**src/sv/prdr_pkg.sv**
```systemverilog
// Shared types and constants for the pts reorder / dts repair block.
package prdr_pkg;

	localparam int MAX_REORDER = 16;
	localparam int NCELL       = MAX_REORDER + 1;
	localparam int DEPTH_W     = $clog2(MAX_REORDER + 1);
	localparam int CFG_W       = 5;
	localparam int EXT_W       = CFG_W + DEPTH_W;
	localparam int TS_W        = 64;
	localparam int DUR_W       = 32;

	typedef enum logic [1:0] {
		ST_OK      = 2'd0,
		ST_NO_PTS  = 2'd1,
		ST_NO_DUR  = 2'd2,
		ST_NOT_INC = 2'd3
	} status_t;

	typedef struct packed {
		logic                    restart;
		logic                    pts_valid;
		logic signed [TS_W-1:0]  pts;
		logic signed [DUR_W-1:0] frame_duration;
	} in_item_t;

	typedef struct packed {
		logic signed [TS_W-1:0] dts;
		status_t                status;
	} out_item_t;

	// Broadcast to every cell of the window
	typedef struct packed {
		logic                   step_en;
		logic signed [TS_W-1:0] x;
		logic signed [TS_W-1:0] prime_val;
	} cell_bc_t;

	// Per-cell role for the current cycle
	typedef struct packed {
		logic prime_we;
		logic active;
		logic is_top;
	} cell_sel_t;

endpackage

```
**src/sv/prdr_cell.sv**
```systemverilog
// One window cell: holds an entry, compares it with the new pts and shifts.
module prdr_cell (
	input  logic                            clk,
	input  prdr_pkg::cell_bc_t              bc,
	input  prdr_pkg::cell_sel_t             sel,
	input  logic signed [prdr_pkg::TS_W-1:0] w_up,
	input  logic                            s_up,
	input  logic signed [prdr_pkg::TS_W-1:0] w_dn,
	input  logic                            s_dn,
	output logic signed [prdr_pkg::TS_W-1:0] w,
	output logic                            s
);
	import prdr_pkg::*;

	logic signed [TS_W-1:0] w_q;
	logic                   lt;

	assign lt = bc.x < w_q;
	// s marks cells above the insertion point
	assign s  = sel.active ? (lt & s_up) : 1'b1;
	assign w  = w_q;

	always_ff @(posedge clk) begin
		if (sel.prime_we) begin
			w_q <= bc.prime_val;
		end else if (bc.step_en) begin
			if (sel.active) begin
				if (s) begin
					w_q <= w_q;
				end else if (s_up) begin
					w_q <= bc.x;
				end else begin
					w_q <= w_up;
				end
			end else if (sel.is_top) begin
				w_q <= s_dn ? w_dn : bc.x;
			end
		end
	end

endmodule

```
**config.mk**
```make
export PLATFORM = sky130hd
export DESIGN_NAME = prdr_cell
export DESIGN_NICKNAME = d
export VERILOG_FILES = /design/src/sv/prdr_pkg.sv /design/src/sv/prdr_cell.sv
export SDC_FILE = /design/constraint.sdc
export NUM_CORES = 1
export LEC_CHECK = 0
export BUFFER_PORTS_ARGS = -buffer_cell sky130_fd_sc_hd__buf_2
export CAP_MARGIN = 10
export CORE_AREA = 2 2 126 128
export CTS_CLUSTER_DIAMETER = 80
export DETAILED_ROUTE_END_ITERATION = 10
export DIE_AREA = 0 0 128 130
export GPL_TIMING_DRIVEN = 1
export HOLD_SLACK_MARGIN = 0.05
export PLACE_DENSITY = 0.79
export SLEW_MARGIN = 20
export SYNTH_ARGS = -nofsm -noshare
export SYNTH_HDL_FRONTEND = slang
export SYNTH_SLANG_ARGS = --single-unit
```
**constraint.sdc**
```tcl
create_clock -name clk -period 6.1 [get_ports clk]
set_input_delay 0.61 -clock clk [delete_from_list [all_inputs] [get_ports clk]]
set_output_delay 0.61 -clock clk [all_outputs]
set_load 0.02 [all_outputs]
```
==> flow_summary_export.csv, run 1 <==
group,metric,value,unit
status,status,"finished clean",
layout,design_area,8300,um2
route,first_pass_iters,4,
setup_path,r2r_cells,10,
route,drt_iter0_drc,200,
sta,fin_skew,6.49,ps
power,power.total,1.57,mW
yosys,yosysMostFrequentCell,"nand2_1",
yosys,synth_top_cell_area_share,30.6,%
layout,diodes,0,
floorplanning,chipHeight,130,um
route,post_drt_wl_per_cell,15.7,um
cts,numCtsBuffers,9,
yosys,synth-seq-cells,64,
power,vdd_drop_max,0.100,mV
place,pre_cts_ws,2160,ps
yosys,async_reset_ff_share,0,%
setup_path,cp-start-kind,"register",
yosys,synth_nets,1055,
sta,timing.hold.ws,559,ps
place,port_buffers,327,
route,ant_nets,0,
yosys,synth_cell_types,33,
yosys,ys_seq_area_share,30.6,%
place,dp_cells,1210,
global_route,grt_usage,22.3,%
setup_path,criticalPathCategory,"register to output pin",
route,vias,6384,
place,place_area,8050,um2
sta,final.period_utilization,58.7,%
yosys,synth_area,6290,um2
sta,hold_violations,0,
setup_path,crit_arrival,2970,ps
floorplanning,die-area,16600,um2
place,gp_congestion,0.854,
sta,rsz0062_at_grt,"false",
global_route,grt_pass1_wl,29.1,mm
route,drc,0,
hold_path,hp-class,"input port to register",
yosys,synth-edff-count,64,
sta,setup_ws,2520,ps
job,cap_violations,0,
yosys,synth_top_flop_cell,"edfxtp_1",
yosys,synth_area_leaders,"edfxtp_1, ha_1, mux2_2",
sta,finalSetupViolations,0,
sta,fmax,279,MHz
global_route,grt_pass1_vias,6054,
yosys,synth_top_cell_by_area,"edfxtp_1",
cts,postCtsSetupRepairBufs,0,
floorplanning,core,15400,um2
sta,finalSetupTns,0,ps
global_route,grt_max_degree,91,
sta,tightest_slew,918,ps
cts,cts.sinks,64,
cts,clk_pin_slew_worst_paths,60,ps
global_route,grt-ovfl-total,0,
setup_path,endpoint_kind,"output pin",
layout,layout-area-overhead-vs-synth,32.0,%
sta,min_period,3580,ps
cts,cts_buffer_depth,2,
cts,cts.htree.levels,3,
layout,drive_gt1_share,40.0,%
sta,final_max_slew_viol_count,0,
power,leakage,4.23,nW
power,power_per_cell_area,189,nW/um2
route,routed_via_density,5.22,
cts,cts_root_buf,"clkbuf_16",
layout,num-nets-final,1355,
yosys,syn_avg_cell_area,8.62,um2
floorplanning,rows,46,
cts,holdBufCountCts,0,
global_route,antenna_found_initial,1,
cts,worstSkewPairLatency,330,ps
yosys,syn_inst,729,
layout,largest_reg_flops,64,
yosys,ys_warn_count,0,
setup_path,crit_required,5490,ps
yosys,synth_common_cells,"nand2_1, o21ai_0, inv_1",
layout,final_cells,1224,
hold_path,min_path_cells,3,
floorplanning,die_w,128,um
cts,cts_resized,0,
route,wl,19.2,mm
cts,cts_tree,"done",
layout,final_core_util,53.8,%
place,dp_hpwl,15.0,mm
floorplanning,io_pins,328,
setup_path,crit_path_max_fanout,4,
sta,slew_headroom,38.8,%
floorplanning,start_util,40.8,%
## layout make-up
cell class,instances,area [um2]
Fill cell,1457,7130
Tap cell,192,240
Inverter,67,251
Sequential cell,64,1920
Clock inverter,3,11.3
Multi-Input combinational cell,555,3960
Timing Repair Buffer,332,1680
Clock buffer,11,233
## critical path, stage by stage, from the launching register on
cell       delay [ps]
edfxtp_1          400
inv_1              60
ha_1              290
and4_1            220
nand2_1            80
a2111oi_1         380
o31ai_2           150
a2111oi_4         450
nor3_1            100
o31ai_2           300
buf_2             220
## cells by family after synthesis
family,after synthesis,synth area share (%)
AO/OA/AOI/OAI,182,16.2
AND/OR/NAND/NOR,182,12.4
multiplexers,128,21.7
buffers and inverters,110,6.63
flip-flops,64,30.6
adder cells (fa/ha/maj),63,12.5
## path summary, 6_finish.rpt
check,from,end,slack (ps)
min reg2reg,w[63],w[59],1780
max reg2reg,w[11],w[38],2580
min,bc[62],w[62],560
max,w[15],s,2520
## cells in the final DEF (no fill, tap or decap)
master     Yosys  routed
a2111oi_1      1       1
a2111oi_4      1       1
a211o_1        1       1
a21o_1         4       4
a21oi_1       21      21
a221o_1        2       2
a221oi_1       4       4
a31oi_1        1       1
a41oi_1        2       2
and2b_2        1       1
and3_1         1       1
and4_1         6       6
buf_2          3     324
buf_4          0       8
clkbuf_1      35       2
clkbuf_16      0       9
clkinv_1       0       3
edfxtp_1      64      64
ha_1          63      63
inv_1         67      67
mux2_2        64      64
mux2i_1       64      64
nand2_1      150     150
nand2b_1       1       1
nand2b_4       1       1
nand3_1        7       7
nand4_1        4       4
nor2_1         5       5
nor3_1         4       4
nor4_4         1       1
o21a_1         3       3
o21ai_0      137     137
o21ai_1        2       2
o31ai_2        3       2
o31ai_4        0       1
or3_4          1       1
## routing by layer
layer | vias up | global-route usage [%] | routed length (um)
li1 | 3199 | - | -
met1 | 2894 | 23.7 | 7390
met2 | 254 | 42.9 | 9990
met3 | 35 | 4.67 | 1370
met4 | 2 | 8.79 | 480
met5 | - | 0 | 11
## power breakdown
group	switching [mW]	internal [mW]
clock	0.179	0.266
sequential	0.0245	0.548
combinational	0.313	0.237
Note: power is estimated with default switching activity, not from simulation.
==> run 2: changes to the inputs <==
--- a/config.mk
+++ b/config.mk
@@ -13,7 +13,7 @@
 export DIE_AREA = 0 0 128 130
 export GPL_TIMING_DRIVEN = 1
 export HOLD_SLACK_MARGIN = 0.05
-export PLACE_DENSITY = 0.79
+export PLACE_DENSITY = 0.82
 export SLEW_MARGIN = 20
 export SYNTH_ARGS = -nofsm -noshare
 export SYNTH_HDL_FRONTEND = slang
==> constraint.sdc (replaced) <==
create_clock -name clk -period 3.1 [get_ports clk]
set_input_delay 0.31 -clock clk [delete_from_list [all_inputs] [get_ports clk]]
set_output_delay 0.31 -clock clk [all_outputs]
set_load 0.02 [all_outputs]
==> run 2 against run 1 <==
Against the previous run:
- sequential power grew 98%
- routed wire length grew 5.6%
- total power grew 110%
- core utilization grew 2.8 points
- highest routed layer unchanged
- clock skew grew 4.7 ps
- cell area grew 5.3%
- clock power grew 100%
==> flow_summary_export.csv, run 2 (synthesized netlist as in run 1, its figures left out) <==
group,metric,value,unit
floorplanning,die_w,128,um
route,ant_nets,0,
layout,drive_gt1_share,43.4,%
setup_path,endpoint_kind,"register",
global_route,grt_usage,23.5,%
sta,setup_ws,40.8,ps
global_route,use_met2,43.1,%
power,p_clk_share,28.0,%
cts,numCtsBuffers,9,
layout,num-nets-final,1378,
floorplanning,die-area,16600,um2
layout,largest_reg_flops,64,
setup_path,crit_path_max_fanout,8,
sta,rsz0062_at_grt,"true",
power,p_comb_share,37.1,%
layout,multi_input_area,4100,um2
global_route,grt_pass1_vias,6311,
place,port_buffers,327,
global_route,grt_pass1_wl,30.6,mm
job,cap_violations,0,
layout,final_core_util,56.6,%
sta,tightest_slew,609,ps
route,first_pass_iters,6,
layout,mostFrequentLayoutCells,"buf_2, nand2_1, o21ai_0",
power,sw_frac_of_total,33.6,%
power,seq_power_share,34.9,%
sta,final.period_utilization,98.7,%
sta,final_max_slew_viol_count,0,
place,gp_congestion,0.894,
power,leakage,4.41,nW
setup_path,cp-start-kind,"register",
floorplanning,core,15400,um2
floorplanning,io_pins,328,
global_route,grt-ovfl-total,0,
cts,cts_tree,"done",
cts,clk_pin_slew_worst_paths,50,ps
layout,diodes,0,
global_route,grtUsageMet3,4.84,%
power,p_int,2.14,mW
power,power_per_cell_area,370,nW/um2
cts,cts.sinks,64,
route,post_drt_wl_per_cell,16.3,um
hold_path,hp-class,"input port to register",
floorplanning,start_util,40.8,%
route,wl,20.3,mm
sta,finalSetupViolations,0,
floorplanning,chipHeight,130,um
status,status,"finished clean",
place,dp_hpwl,15.8,mm
route,vias,6569,
global_route,busiest_layer,"met2",
sta,min_period,3060,ps
layout,fillCellCount,1408,
cts,cts_buffer_depth,2,
place,pre_cts_ws,4.21,ps
power,switching_power,1.08,mW
global_route,grt_max_degree,56,
sta,fin_skew,11.2,ps
setup_path,crit_required,3150,ps
sta,slew_headroom,59.4,%
floorplanning,rows,46,
sta,hold_violations,0,
global_route,antenna_found_initial,1,
layout,layout-area-overhead-vs-synth,38.9,%
layout,final-seq-area,1920,um2
cts,cts_root_buf,"clkbuf_16",
route,routed_via_density,5.26,
cts,worstSkewPairLatency,340,ps
setup_path,criticalPathCategory,"register to register",
route,drc,0,
setup_path,crit_arrival,3110,ps
global_route,use_met1,26.2,%
power,power.total,3.23,mW
power,vdd_drop_max,0.223,mV
layout,layout.cells.most_common,"buf_2",
route,drt_iter0_drc,299,
sta,fmax,327,MHz
cts,cts.htree.levels,3,
-- run 2: final cells by class --
class / instances / share of cell area (%)
clock inverter: 5 / 0.272
timing repair buffer: 355 / 22.5
multi-input combinational: 555 / 46.9
sequential: 64 / 22.0
tap: 192 / 2.75
inverter: 67 / 2.88
clock buffer: 11 / 2.66
-- run 2: worst paths after layout --
check / from / end / slack (ps) / depth (start not counted)
setup reg to reg: w[13] / w[51] / 40 / 12
hold / removal: bc[31] / w[31] / 250 / 3
setup / recovery: w[13] / w[51] / 40 / 12
hold reg to reg: w[63] / w[20] / 1520 / 8
-- run 2: timing repair --
action / in CTS / in global routing
cloned: 0 / 3
setup buffers: 3 / 5
pin swaps: 7 / 18
hold buffers: 0 / 0
gates resized for setup: 6 / 20
endpoints found under the setup margin: 1 / 65
-- run 2: worst max-delay path: stages (launching register included) --
cell and delay (ps):
edfxtp_1 400, inv_2 80, ha_4 190, a21o_1 150, a21o_1 160, a221o_1 350
o31ai_4 330, a2111oi_4 140, buf_4 180, o21a_1 200, o31ai_4 220, buf_6 200
clkbuf_16 170
-- run 2: layer usage --
layer | vias up | wire length (um)
li1 | 3244 | -
met1 | 3016 | 8210
met2 | 259 | 10200
met3 | 48 | 1220
met4 | 2 | 691
met5 | - | 16
-- run 2: through the flow --
stage / hold slack [ps] / instance area (um2) / TNS [ps] / instances
after floorplan: 497 / 6310 / -69170 / 729
after global placement: 591 / 8210 / 0 / 1223
after detailed placement: 591 / 8210 / 0 / 1223
after CTS: 237 / 8520 / 0 / 1241
after global routing: 268 / 8730 / -3150 / 1249
final: 253 / 8730 / 0 / 1249
-- run 2: power by group through the flow --
stage / Combinational, mW / Sequential [mW] / Clock, mW
after floorplan: 0.539 / 1.26 / 0
after global placement: 1.09 / 1.14 / 0
after detailed placement: 1.12 / 1.14 / 0
after CTS: 1.14 / 1.13 / 0.933
after global routing: 1.34 / 1.14 / 0.966
final: 1.20 / 1.13 / 0.905
==> run 3: changes to the inputs <==
--- a/config.mk
+++ b/config.mk
@@ -7,13 +7,13 @@
 export LEC_CHECK = 0
 export BUFFER_PORTS_ARGS = -buffer_cell sky130_fd_sc_hd__buf_2
 export CAP_MARGIN = 10
-export CORE_AREA = 2 2 126 128
+export CORE_ASPECT_RATIO = 0.5
+export CORE_UTILIZATION = 42
 export CTS_CLUSTER_DIAMETER = 80
 export DETAILED_ROUTE_END_ITERATION = 10
-export DIE_AREA = 0 0 128 130
 export GPL_TIMING_DRIVEN = 1
 export HOLD_SLACK_MARGIN = 0.05
-export PLACE_DENSITY = 0.82
+export PLACE_DENSITY = 0.83
 export SLEW_MARGIN = 20
 export SYNTH_ARGS = -nofsm -noshare
 export SYNTH_HDL_FRONTEND = slang
==> run 3 against run 2 <==
Against the previous run:
- routed wire length decreased by 2.2%
- clock skew decreased by 6.6 ps
- sequential power about the same
- critical path depth decreased by 1
==> flow_summary_export.csv, run 3 (synthesized netlist as in run 1, its figures left out) <==
group,metric,value,unit
status,status,"finished clean",
place,dp_cells,1223,
global_route,grt_usage,24.3,%
global_route,grt_pass1_wl,29.7,mm
sta,hold_violations,0,
layout,final_cells,1251,
global_route,grt_max_degree,68,
power,power_per_cell_area,385,nW/um2
route,drt_iter0_drc,247,
power,vdd_drop_max,0.294,mV
setup_path,endpoint_kind,"output pin",
setup_path,criticalPathCategory,"register to output pin",
hold_path,hp-class,"input port to register",
floorplanning,die-area,15500,um2
sta,final.period_utilization,98.6,%
power,power.total,3.37,mW
cts,cts_buffer_depth,2,
route,vias,6593,
setup_path,crit_arrival,2750,ps
sta,setup_ws,43.9,ps
floorplanning,core,14500,um2
setup_path,crit_required,2790,ps
layout,layout-area-overhead-vs-synth,39.4,%
sta,tightest_slew,808,ps
global_route,grt_pass1_vias,6219,
floorplanning,io_pins,328,
sta,finalSetupTns,0,ps
setup_path,crit_path_max_fanout,3,
floorplanning,chipHeight,88.5,um
floorplanning,start_util,43.2,%
sta,final_max_slew_viol_count,0,
floorplanning,rows,31,
global_route,grt-ovfl-total,0,
place,port_buffers,327,
cts,cts.htree.levels,3,
sta,fin_skew,4.57,ps
power,sw_frac_of_total,31.6,%
sta,fmax,327,MHz
setup_path,cp-start-kind,"register",
power,switching_power,1.06,mW
sta,finalSetupViolations,0,
cts,cts_root_buf,"clkbuf_16",
floorplanning,die_w,175,um
place,pre_cts_ws,-26.1,ps
global_route,antenna_found_initial,0,
layout,layout.cells.most_common,"buf_2",
power,seq_power_share,33.3,%
power,p_comb_share,35.7,%
route,wl,19.9,mm
layout,mostFrequentLayoutCells,"buf_2, nand2_1, o21ai_0",
setup_path,r2r_cells,12,
cts,cts_tree,"done",
power,p_clk_share,31.0,%
route,routed_via_density,5.27,
cts,holdBufCountCts,0,
power,leakage,4.42,nW
route,first_pass_iters,5,
layout,largest_reg_flops,64,
sta,timing.hold.ws,274,ps
layout,diodes,0,
route,post_drt_wl_per_cell,15.9,um
route,drc,0,
sta,rsz0062_at_grt,"true",
cts,clk_pin_slew_worst_paths,50,ps
route,ant_nets,0,
job,cap_violations,0,
cts,cts.sinks,64,
layout,num-nets-final,1375,
place,gp_congestion,0.897,
layout,drive_gt1_share,42.9,%
sta,slew_headroom,46.1,%
place,dp_hpwl,15.4,mm
cts,numCtsBuffers,9,
sta,min_period,3060,ps
power,p_int,2.31,mW
cts,worstSkewPairLatency,320,ps
hold_path,min_path_cells,3,
run 3: cell types whose count changed in the layout (fill, tap and decap cells not counted), sizes merged:
cell,before,now
buf,352,348
clkinv,5,3
bufinv,0,2
run 3: cell type report:
cell class / instances / area (um2)
clock inverters: 5 / 72.6
inverters: 67 / 251
clock buffers: 10 / 229
multi-input cells: 555 / 4080
flip-flops and latches: 64 / 1920
fillers: 1253 / 5780
well taps: 198 / 248
repair buffers: 352 / 1960
run 3: worst paths after layout:
check | slack, ps | start | end
min reg2reg | 1540 | w[63] | w[56]
max reg2reg | 80 | w[57] | w[48]
min | 270 | bc[9] | w[9]
max | 40 | w[57] | s
run 3: per-layer routing:
layer | GRT usage, % | up-vias | wire, um
met5 | 0 | - | 0
met4 | 7.59 | 0 | 363
met3 | 4.77 | 30 | 1010
met2 | 45.5 | 232 | 10000
met1 | 28.6 | 3086 | 8450
li1 | - | 3245 | -
run 3: per-stage QoR:
step	cell area, um2	util [%]
2_1_floorplan	6310	-
3_3_place_gp	8160	56.1
3_5_place_dp	8160	56.1
4_1_cts	8500	58.4
5_1_grt	8760	60.3
6_report	8760	60.3
run 3: power groups by stage:
stage	clock, mW	sequential (mW)	combinational [mW]
after floorplan	0	1.26	0.539
after global placement	0	1.14	1.08
after detailed placement	0	1.14	1.12
after CTS	1.06	1.12	1.13
after global routing	1.10	1.13	1.33
final	1.05	1.12	1.20
run 3: critical path: stages, from the launching register on:
cell and delay (ps):
edfxtp_1 340, inv_1 40, ha_1 290, and4_1 230, nand3_1 90, or3_4 380
nand2b_4 160, a2111oi_4 300, buf_4 170, nor3_1 40, o31ai_2 200, buf_4 180
run 3: timing repair:
action | CTS | global route
pin swaps | 5 | 6
setup buffers | 1 | 6
setup endpoints to repair | 1 | 65
cloned | 0 | 6
gates resized for setup | 5 | 17
